==> src/rtl/plct_pkg.sv <==
// types, constants and control structs of the calibration table
package plct_pkg;

    localparam int MAX_POINTS = 64;
    localparam int ADDR_W     = $clog2(MAX_POINTS);
    localparam int CNT_W      = (ADDR_W + 1 > 7) ? ADDR_W + 1 : 7;
    localparam int PC_W       = 7;
    localparam int DATA_W     = 32;
    // sums of positions / corrections, and of their products
    localparam int SUM_W      = DATA_W + ADDR_W + 1;
    localparam int ACC_W      = 66 + 2 * ADDR_W;
    // divider: dividend bits and divisor bits
    localparam int NUM_W      = ACC_W + 16;
    localparam int DEN_W      = ACC_W;

    localparam logic [1:0] CMD_LOAD      = 2'd0;
    localparam logic [1:0] CMD_EVAL      = 2'd1;
    localparam logic [1:0] CMD_ADD_SLOPE = 2'd2;
    localparam logic [1:0] CMD_LSQ_SLOPE = 2'd3;

    localparam logic [1:0] STAT_OK   = 2'd0;
    localparam logic [1:0] STAT_FEW  = 2'd1;
    localparam logic [1:0] STAT_SPAN = 2'd2;

    localparam int REG_POINT_COUNT = 0;

    typedef enum logic [4:0] {
        ST_IDLE,
        ST_EV_SCAN,
        ST_EV_LO,
        ST_EV_DIFF,
        ST_EV_MUL,
        ST_EV_DIVLD,
        ST_DIV,
        ST_FIN,
        ST_AS_RD,
        ST_AS_WR,
        ST_LS_RD,
        ST_LS_SQ,
        ST_LS_ACC,
        ST_LS_NMUL,
        ST_LS_SER,
        ST_LS_CHK
    } state_t;

    typedef enum logic [1:0] {
        RES_ZERO,
        RES_EVAL,
        RES_SLOPE,
        RES_LOWER
    } res_src_t;

    typedef struct packed {
        logic              cap_in;
        logic              load_wr;
        logic              cap_hi;
        logic              cap_lo;
        logic              diff;
        logic              mul_ev;
        logic              as_mul;
        logic              as_wr;
        logic              ls_clr;
        logic              ls_pc;
        logic              ls_pp;
        logic              ls_acc;
        logic              ls_nmul;
        logic              ser_step;
        logic              ser_last;
        logic              div_ld_ev;
        logic              div_ld_ls;
        logic              div_step;
        logic              done;
        logic [1:0]        status;
        res_src_t          res_src;
        logic [ADDR_W-1:0] rd_addr;
        logic [ADDR_W-1:0] wr_addr;
        logic [CNT_W-1:0]  count;
    } ctrl_cmd_t;

    typedef struct packed {
        logic x_below;
        logic span_zero;
        logic den_bad;
    } dp_stat_t;

endpackage

==> src/rtl/plct_ctrl.sv <==
// sequencer for load, evaluate, add-slope and least-squares commands
module plct_ctrl (
    input  logic                  clk,
    input  logic                  rst_n,
    input  logic                  start,
    input  logic [1:0]            cmd,
    input  logic [6:0]            point_count,
    input  plct_pkg::dp_stat_t    st,
    output plct_pkg::ctrl_cmd_t   ctl,
    output logic                  busy
);
    import plct_pkg::*;

    state_t           state_reg, state_next;
    logic [CNT_W-1:0] idx_reg, idx_next;
    logic [1:0]       op_reg, op_next;
    logic [CNT_W-1:0] n;
    logic             last_pt;

    // points in use, clamped to the table size
    assign n = (CNT_W'(point_count) > CNT_W'(MAX_POINTS)) ? CNT_W'(MAX_POINTS)
                                                          : CNT_W'(point_count);
    assign last_pt = (idx_reg == n - CNT_W'(1));
    assign busy    = (state_reg != ST_IDLE);

    always_ff @(posedge clk or negedge rst_n)
    begin
        if (!rst_n)
        begin
            state_reg <= ST_IDLE;
            idx_reg   <= '0;
            op_reg    <= CMD_LOAD;
        end
        else
        begin
            state_reg <= state_next;
            idx_reg   <= idx_next;
            op_reg    <= op_next;
        end
    end

    always_comb
    begin
        state_next  = state_reg;
        idx_next    = idx_reg;
        op_next     = op_reg;
        ctl         = '0;
        ctl.count   = n;
        ctl.status  = STAT_OK;
        ctl.res_src = RES_ZERO;
        unique case (state_reg)
            ST_IDLE:
            begin
                if (start)
                begin
                    ctl.cap_in = 1'b1;
                    op_next    = cmd;
                    case (cmd)
                        CMD_LOAD:
                        begin
                            ctl.load_wr = 1'b1;
                            ctl.done    = 1'b1;
                        end
                        CMD_EVAL:
                        begin
                            if (n < CNT_W'(2))
                            begin
                                ctl.done   = 1'b1;
                                ctl.status = STAT_FEW;
                            end
                            else
                            begin
                                idx_next   = CNT_W'(1);
                                state_next = ST_EV_SCAN;
                            end
                        end
                        CMD_ADD_SLOPE:
                        begin
                            if (n == '0)
                            begin
                                ctl.done = 1'b1;
                            end
                            else
                            begin
                                idx_next   = '0;
                                state_next = ST_AS_RD;
                            end
                        end
                        CMD_LSQ_SLOPE:
                        begin
                            if (n < CNT_W'(2))
                            begin
                                ctl.done   = 1'b1;
                                ctl.status = STAT_FEW;
                            end
                            else
                            begin
                                ctl.ls_clr = 1'b1;
                                idx_next   = '0;
                                state_next = ST_LS_RD;
                            end
                        end
                    endcase
                end
            end
            ST_EV_SCAN:
            begin
                // first segment whose upper position is above x, else the last
                if (st.x_below || last_pt)
                begin
                    ctl.cap_hi = 1'b1;
                    idx_next   = idx_reg - CNT_W'(1);
                    state_next = ST_EV_LO;
                end
                else
                begin
                    idx_next = idx_reg + CNT_W'(1);
                end
            end
            ST_EV_LO:
            begin
                ctl.cap_lo = 1'b1;
                state_next = ST_EV_DIFF;
            end
            ST_EV_DIFF:
            begin
                ctl.diff   = 1'b1;
                state_next = ST_EV_MUL;
            end
            ST_EV_MUL:
            begin
                if (st.span_zero)
                begin
                    ctl.done    = 1'b1;
                    ctl.status  = STAT_SPAN;
                    ctl.res_src = RES_LOWER;
                    state_next  = ST_IDLE;
                end
                else
                begin
                    ctl.mul_ev = 1'b1;
                    state_next = ST_EV_DIVLD;
                end
            end
            ST_EV_DIVLD:
            begin
                ctl.div_ld_ev = 1'b1;
                idx_next      = '0;
                state_next    = ST_DIV;
            end
            ST_DIV:
            begin
                ctl.div_step = 1'b1;
                if (idx_reg == CNT_W'(NUM_W - 1))
                begin
                    state_next = ST_FIN;
                end
                else
                begin
                    idx_next = idx_reg + CNT_W'(1);
                end
            end
            ST_FIN:
            begin
                ctl.done    = 1'b1;
                ctl.res_src = (op_reg == CMD_EVAL) ? RES_EVAL : RES_SLOPE;
                state_next  = ST_IDLE;
            end
            ST_AS_RD:
            begin
                ctl.as_mul = 1'b1;
                state_next = ST_AS_WR;
            end
            ST_AS_WR:
            begin
                ctl.as_wr = 1'b1;
                if (last_pt)
                begin
                    ctl.done   = 1'b1;
                    state_next = ST_IDLE;
                end
                else
                begin
                    idx_next   = idx_reg + CNT_W'(1);
                    state_next = ST_AS_RD;
                end
            end
            ST_LS_RD:
            begin
                ctl.ls_pc  = 1'b1;
                state_next = ST_LS_SQ;
            end
            ST_LS_SQ:
            begin
                ctl.ls_pp  = 1'b1;
                state_next = ST_LS_ACC;
            end
            ST_LS_ACC:
            begin
                ctl.ls_acc = 1'b1;
                if (last_pt)
                begin
                    state_next = ST_LS_NMUL;
                end
                else
                begin
                    idx_next   = idx_reg + CNT_W'(1);
                    state_next = ST_LS_RD;
                end
            end
            ST_LS_NMUL:
            begin
                ctl.ls_nmul = 1'b1;
                idx_next    = '0;
                state_next  = ST_LS_SER;
            end
            ST_LS_SER:
            begin
                ctl.ser_step = 1'b1;
                if (idx_reg == CNT_W'(SUM_W - 1))
                begin
                    ctl.ser_last = 1'b1;
                    state_next   = ST_LS_CHK;
                end
                else
                begin
                    idx_next = idx_reg + CNT_W'(1);
                end
            end
            ST_LS_CHK:
            begin
                if (st.den_bad)
                begin
                    ctl.done   = 1'b1;
                    ctl.status = STAT_SPAN;
                    state_next = ST_IDLE;
                end
                else
                begin
                    ctl.div_ld_ls = 1'b1;
                    idx_next      = '0;
                    state_next    = ST_DIV;
                end
            end
            default:
            begin
                state_next = ST_IDLE;
            end
        endcase
        // ram data always belongs to the current index
        ctl.rd_addr = idx_next[ADDR_W-1:0];
        ctl.wr_addr = idx_reg[ADDR_W-1:0];
    end

endmodule

==> config.mk <==
export PLATFORM = sky130hd
export DESIGN_NAME = plct_ctrl
export DESIGN_NICKNAME = d
export VERILOG_FILES = /design/src/rtl/plct_pkg.sv /design/src/rtl/plct_ctrl.sv
export SDC_FILE = /design/constraint.sdc
export NUM_CORES = 1
export LEC_CHECK = 0
export BUFFER_PORTS_ARGS = -buffer_cell sky130_fd_sc_hd__buf_4
export CELL_PAD_IN_SITES_DETAIL_PLACEMENT = 0
export CELL_PAD_IN_SITES_GLOBAL_PLACEMENT = 2
export CORE_MARGIN = 1
export CORE_UTILIZATION = 28
export CTS_CLUSTER_DIAMETER = 100
export DETAILED_ROUTE_END_ITERATION = 10
export GPL_TIMING_DRIVEN = 0
export PLACE_DENSITY = 0.81
export SKIP_LAST_GASP = 1
export SYNTH_ARGS = -nofsm -noshare
export SYNTH_HDL_FRONTEND = slang
export SYNTH_SLANG_ARGS = --single-unit
==> constraint.sdc <==
create_clock -name clk -period 4.3 [get_ports clk]
set_input_delay 0.43 -clock clk [delete_from_list [all_inputs] [get_ports clk]]
set_output_delay 0.43 -clock clk [all_outputs]
set_load 0.02 [all_outputs]
=== After elaboration in Yosys (flattened, before gate mapping) ===
Index checks and enable logic that the tools add are counted.

* $add $sub $neg: 3
* Multipliers: 0
* Div/mod/pow operators: 0
* $lt $le $gt $ge: 2
* Equality and inequality tests: 34
* Shift operators: 0
* Muxes and demuxes: 62
* Bitwise gates (word level): 0
* Reduce and logical (&&, ||, !) cells: 12

{| class="wikitable"
|+ Operators by type and width
! kind !! number
|-
| 5-bit one-hot mux with 15 select lines || 1
|-
| 7-bit 2-to-1 mux || 10
|-
| 7-bit one-hot mux with 7 select lines || 1
|-
| 5-bit by 4-bit equality test with 1-bit output, second input constant || 8
|-
| 5-bit 2-to-1 mux || 8
|-
| 1-bit 2-to-1 mux || 24
|-
| 7-bit one-hot mux with 3 select lines || 1
|-
| 5-bit by 3-bit equality test with 1-bit output, second input constant || 4
|-
| 3-bit 2-to-1 mux || 6
|-
| 2-bit != test, second input constant || 8
|-
| 5-bit one-hot mux with 3 select lines || 1
|-
| 7-bit by 1-bit subtractor with 7-bit output, second input constant || 2
|-
| 5-bit by 2-bit equality test with 1-bit output, second input constant || 2
|-
| 2-bit 2-to-1 mux || 5
|-
| 10-bit AND reduction || 1
|-
| 3-bit != test, second input constant || 3
|-
| 8-bit AND reduction || 1
|-
| 7-bit by 1-bit adder with 7-bit output, second input constant || 1
|-
| 7-bit by 6-bit equality test with 1-bit output, second input constant || 1
|-
| 7-bit equality test || 1
|-
| 7-bit equality test, second input constant || 1
|-
| 7-bit > comparator, second input constant || 1
|-
| 7-bit zero test || 1
|-
| 7-bit by 2-bit less-than comparator with 1-bit output, second input constant || 1
|-
| other kinds (16) || 20
|}

* Bits in registers: 14
* Bits in latches: 0
* Bits in writable memories: 0
* ROM bits: 0
* Logic and storage cells: 117
* Memories: 0

=== Depth between registers and ports, before layout ===
* Word-level depth: 7
* Gate-level depth with buffers: 13

=== Worst setup path after synthesis ===
No wires, ideal clock.

* Path type: input-to-output
* Start: input port point_count[6]
* End: output port ctl[13] in the netlist's numbering
* Arrival time: 2891 ps
* Required time: 3870 ps
* Path slack: 979 ps
* Stages: 12
* Path buffers: 4
* Cells stage by stage: buf_2 nand2b_1 ha_1 buf_2 nor2b_1 a311o_1 a2111oi_2 o2111a_2 buf_6 mux2_1 a221o_1 buf_4

* Cells in the longest elaborated chain, start to end: 7

{| class="wikitable"
|+ Ends and longest elaborated chain
! what !! RTL line !! text
|-
| start, declared || plct_ctrl.sv:7 || <nowiki>input logic [6:0] point_count,</nowiki>
|-
| 7-bit > comparator || plct_ctrl.sv:21 || <nowiki>assign n = (CNT_W'(point_count) > CNT_W'(MAX_POINTS)) ? CNT_W'(MAX_POINTS)</nowiki>
|-
| 7-bit 2-to-1 mux (*) || plct_ctrl.sv:21 ||
|-
| 7-bit by 1-bit subtractor with 7-bit output (tied with other cells) || plct_ctrl.sv:23 || <nowiki>assign last_pt = (idx_reg == n - CNT_W'(1));</nowiki>
|-
| 7-bit equality test (tied with other cells) || plct_ctrl.sv:23 ||
|-
| 1-bit logical OR or 7-bit one-hot mux with 3 select lines (tied branches) || plct_ctrl.sv:109, plct_ctrl.sv:58 ||
|-
| 7-bit 2-to-1 mux, on equally long branches || plct_ctrl.sv:109, plct_ctrl.sv:54 ||
|-
| 7-bit one-hot mux with 7 select lines (*) || plct_ctrl.sv:51 || <nowiki>unique case (state_reg)</nowiki>
|-
| end, declared || plct_ctrl.sv:9 || <nowiki>output plct_pkg::ctrl_cmd_t ctl,</nowiki>
|}

Mark *: on every way between the ends. The rest lies on a longest branch, timed or not. The select of a mux whose other input is x is not followed.

=== Final worst setup path ===
Ends and elaborated chain as after synthesis.

==> results.cfg <==
[layout]
nets = 357
drive_above_1_share_pct = 26.8
fin_util_pct = 38.3
syn2layout_area_growth_pct = 29.9
antenna_cells = 0
largest_reg_flops = 7

[global_route]
gr-total-overflow = 0
gr-usage-all-layers_pct = 17.9
antenna_found_initial = 0
grt_pass1_vias = 2020
grt_start_max_net_pins = 14
grt_pass1_wl_mm = 10.3

[drt]
drtIter0Drc = 99
route.detailed.drc = 4
dr.pass1.iters = 7
routed_via_density = 5.23
routed-via-count = 2158
wl_mm = 6.37
wl_per_cell_um = 15.4
ant_nets = 0

[worst_setup_path]
crit_path_end_kind = primary output
r2r-start = idx_reg[0]
reg2reg_to = idx_reg[2]
cp.arrival_ns = 3.39
cp-startpoint = point_count[6]
cp_max_fo = 10
startpoint_type = primary input
critical_path_required_ns = 3.87
rrSetupSlack_ns = 1.61
r2r_cells = 9
critPathKind = primary input to primary output

[timing]
worst_pin_slew_ns = 0.693
fin_hold_ws_ns = 0.0206
fmaxAchievable_mhz = 261
setup_viol = 0
hold_viol = 0
min_period_ns = 3.82
skew_ns = 0.00194
fin_setup_tns_ns = 0
rsz0062_at_grt = no
min_period_over_period_pct = 88.9
slew_viol_final = 0
maxSlewHeadroom_pct = 53.5

[clocking]
post_cts_buffers = 0
cts_buffer_depth = 2
clkSinkCount = 13
holdBufCountCts = 0
cts_resized = 0
cts_max_level = 1
cts_buffers = 3
clkLatencyLatePin_ns = 0.25
clk_pin_slew_worst_paths_ns = 0.07
cts_root_buf = clkbuf_8
cts_tree = done

[power]
power_leakage_nw = 1.12
comb_power_share_pct = 80.3
seqPwrFrac_pct = 13.0
powerDensity_mw_per_mm2 = 749
swShare_pct = 53.0
ir_drop_v = 0.000285
switchingPower_mw = 0.980
p_int_mw = 0.870
pwr-share-clk_pct = 6.7

[placed_design]
hpwl_mm = 5.02
io_buffers = 57
place_congestion = 0.812

[floorplanning]
rows = 29
die_h_um = 84.4
core_area_mm2 = 0.00646
die_x_um = 84.4
initial_core_util_pct = 29.4
die_area_mm2 = 0.00713
num_io_pins = 58

[yosys]
ys_warn_count = 0
ys.flop_type = dfrtp_1
ys_ff_latch = 13
synth_edf_count = 0
seq_area_frac_synth_pct = 17.1
synthArstFlopShare_pct = 100
synth_cells = 275
synth_fp_nets = 295
netlist_area_mm2 = 0.00190
synth_cell_types = 59
avgSynthCellArea_um2 = 6.92

[job]
maxCapViolCount = 0

[status]
violations = DRC
outcome = finished with violations

[hold_path]
hp-class = primary input to asynchronous set/reset pin
==> worst max path at each step <==
stage,endpoint,slack (ns),cells past startpoint
after floorplan,ctl[13],0.98,12
after global placement,ctl[13],0.43,14
after detailed placement,ctl[13],0.44,14
after CTS,ctl[13],0.43,14
after global routing,ctl[13],0.25,14
final,ctl[13],0.48,14
==> cell usage in the layout, fill, tap and decap left out, types with 5 or more instances in the layout <==
cell type  synthesis  final
a21oi_1           20     20
a31oi_1            6      6
and3_1             5      5
buf_4             12     69
clkbuf_1           9     10
dfrtp_1           13     13
ha_1               5      5
inv_1             15     15
nand2_1           28     28
nand2b_1           9      9
nand3_1           16     16
nor2_1            27     27
nor2b_1           10     10
nor3_1             7      7
o21ai_0           11     11
o21ai_1            5      5
xnor2_1            8      8
==> power groups by stage <==
stage	combinational (mW)	sequential [mW]	clock, mW
global route	1.62	0.250	0.128
global placement	1.49	0.242	0
detailed placement	1.49	0.243	0
finish	1.49	0.241	0.124
CTS	1.49	0.241	0.127
floorplan	1.06	0.223	0
==> area by class of cell <==
type                    instances  area (um2)
clock buffers                   4        45.0
fillers                       720        3990
repair buffers                 57         428
inverters                      15        56.3
plain buffers                  28         163
well taps                      77        96.3
multi-input cells             219        1360
flip-flops and latches         13         325
==> cell usage after synthesis, types with 8 or more instances <==
library cell,instances,area (um2)
nand2_1,28,105
nor2_1,27,101
a21oi_1,20,100
nand3_1,16,80.1
inv_1,15,56.3
dfrtp_1,13,325
buf_4,12,90.1
o21ai_0,11,55.1
nor2b_1,10,62.6
clkbuf_1,9,33.8
nand2b_1,9,56.3
xnor2_1,8,70.1
==> logic make-up (layout without fill, tap and decap cells) <==
group | count (synthesis) | in the layout | share of synthesized area (%)
AO/OA/AOI/OAI | 82 | 82 | 30.3
XOR/XNOR | 9 | 9 | 4.14
adder cells (fa/ha/maj) | 6 | 6 | 3.82
buffers and inverters | 43 | 104 | 11.5
flip-flops | 13 | 13 | 17.1
multiplexers | 2 | 2 | 1.12
AND/OR/NAND/NOR | 120 | 120 | 32.0
==> per-layer routing <==
| layer | vias to the layer above | wire length (um) | global-route usage [%] |
|---|---|---|---|
| li1 | 1104 | - | - |
| met1 | 993 | 3040 | 24.5 |
| met2 | 52 | 2980 | 30.0 |
| met3 | 9 | 257 | 1.57 |
| met4 | 0 | 85 | 5.24 |
| met5 | - | 0 | 0 |
==> critical path, cell delays in order <==
cell	delay, ns
buf_4	0.11
buf_2	0.20
nand2b_1	0.15
ha_1	0.14
buf_2	0.18
nor2b_1	0.09
a311o_1	0.33
a2111oi_2	0.38
o2111a_2	0.31
buf_6	0.16
mux2_1	0.32
a221o_1	0.31
buf_4	0.14
buf_4	0.14
==> metrics by stage <==
| step | cell area, um2 | setup WS [ns] | power (mW) | instances |
|---|---|---|---|---|
| after global routing | 2470 | 0.248 | 2.00 | 413 |
| after detailed placement | 2430 | 0.441 | 1.73 | 409 |
| final | 2470 | 0.476 | 1.85 | 413 |
| after global placement | 2430 | 0.434 | 1.73 | 409 |
| after floorplan | 1900 | 0.979 | 1.28 | 275 |
| after CTS | 2470 | 0.433 | 1.86 | 413 |
(Power assumes the default switching activity.)
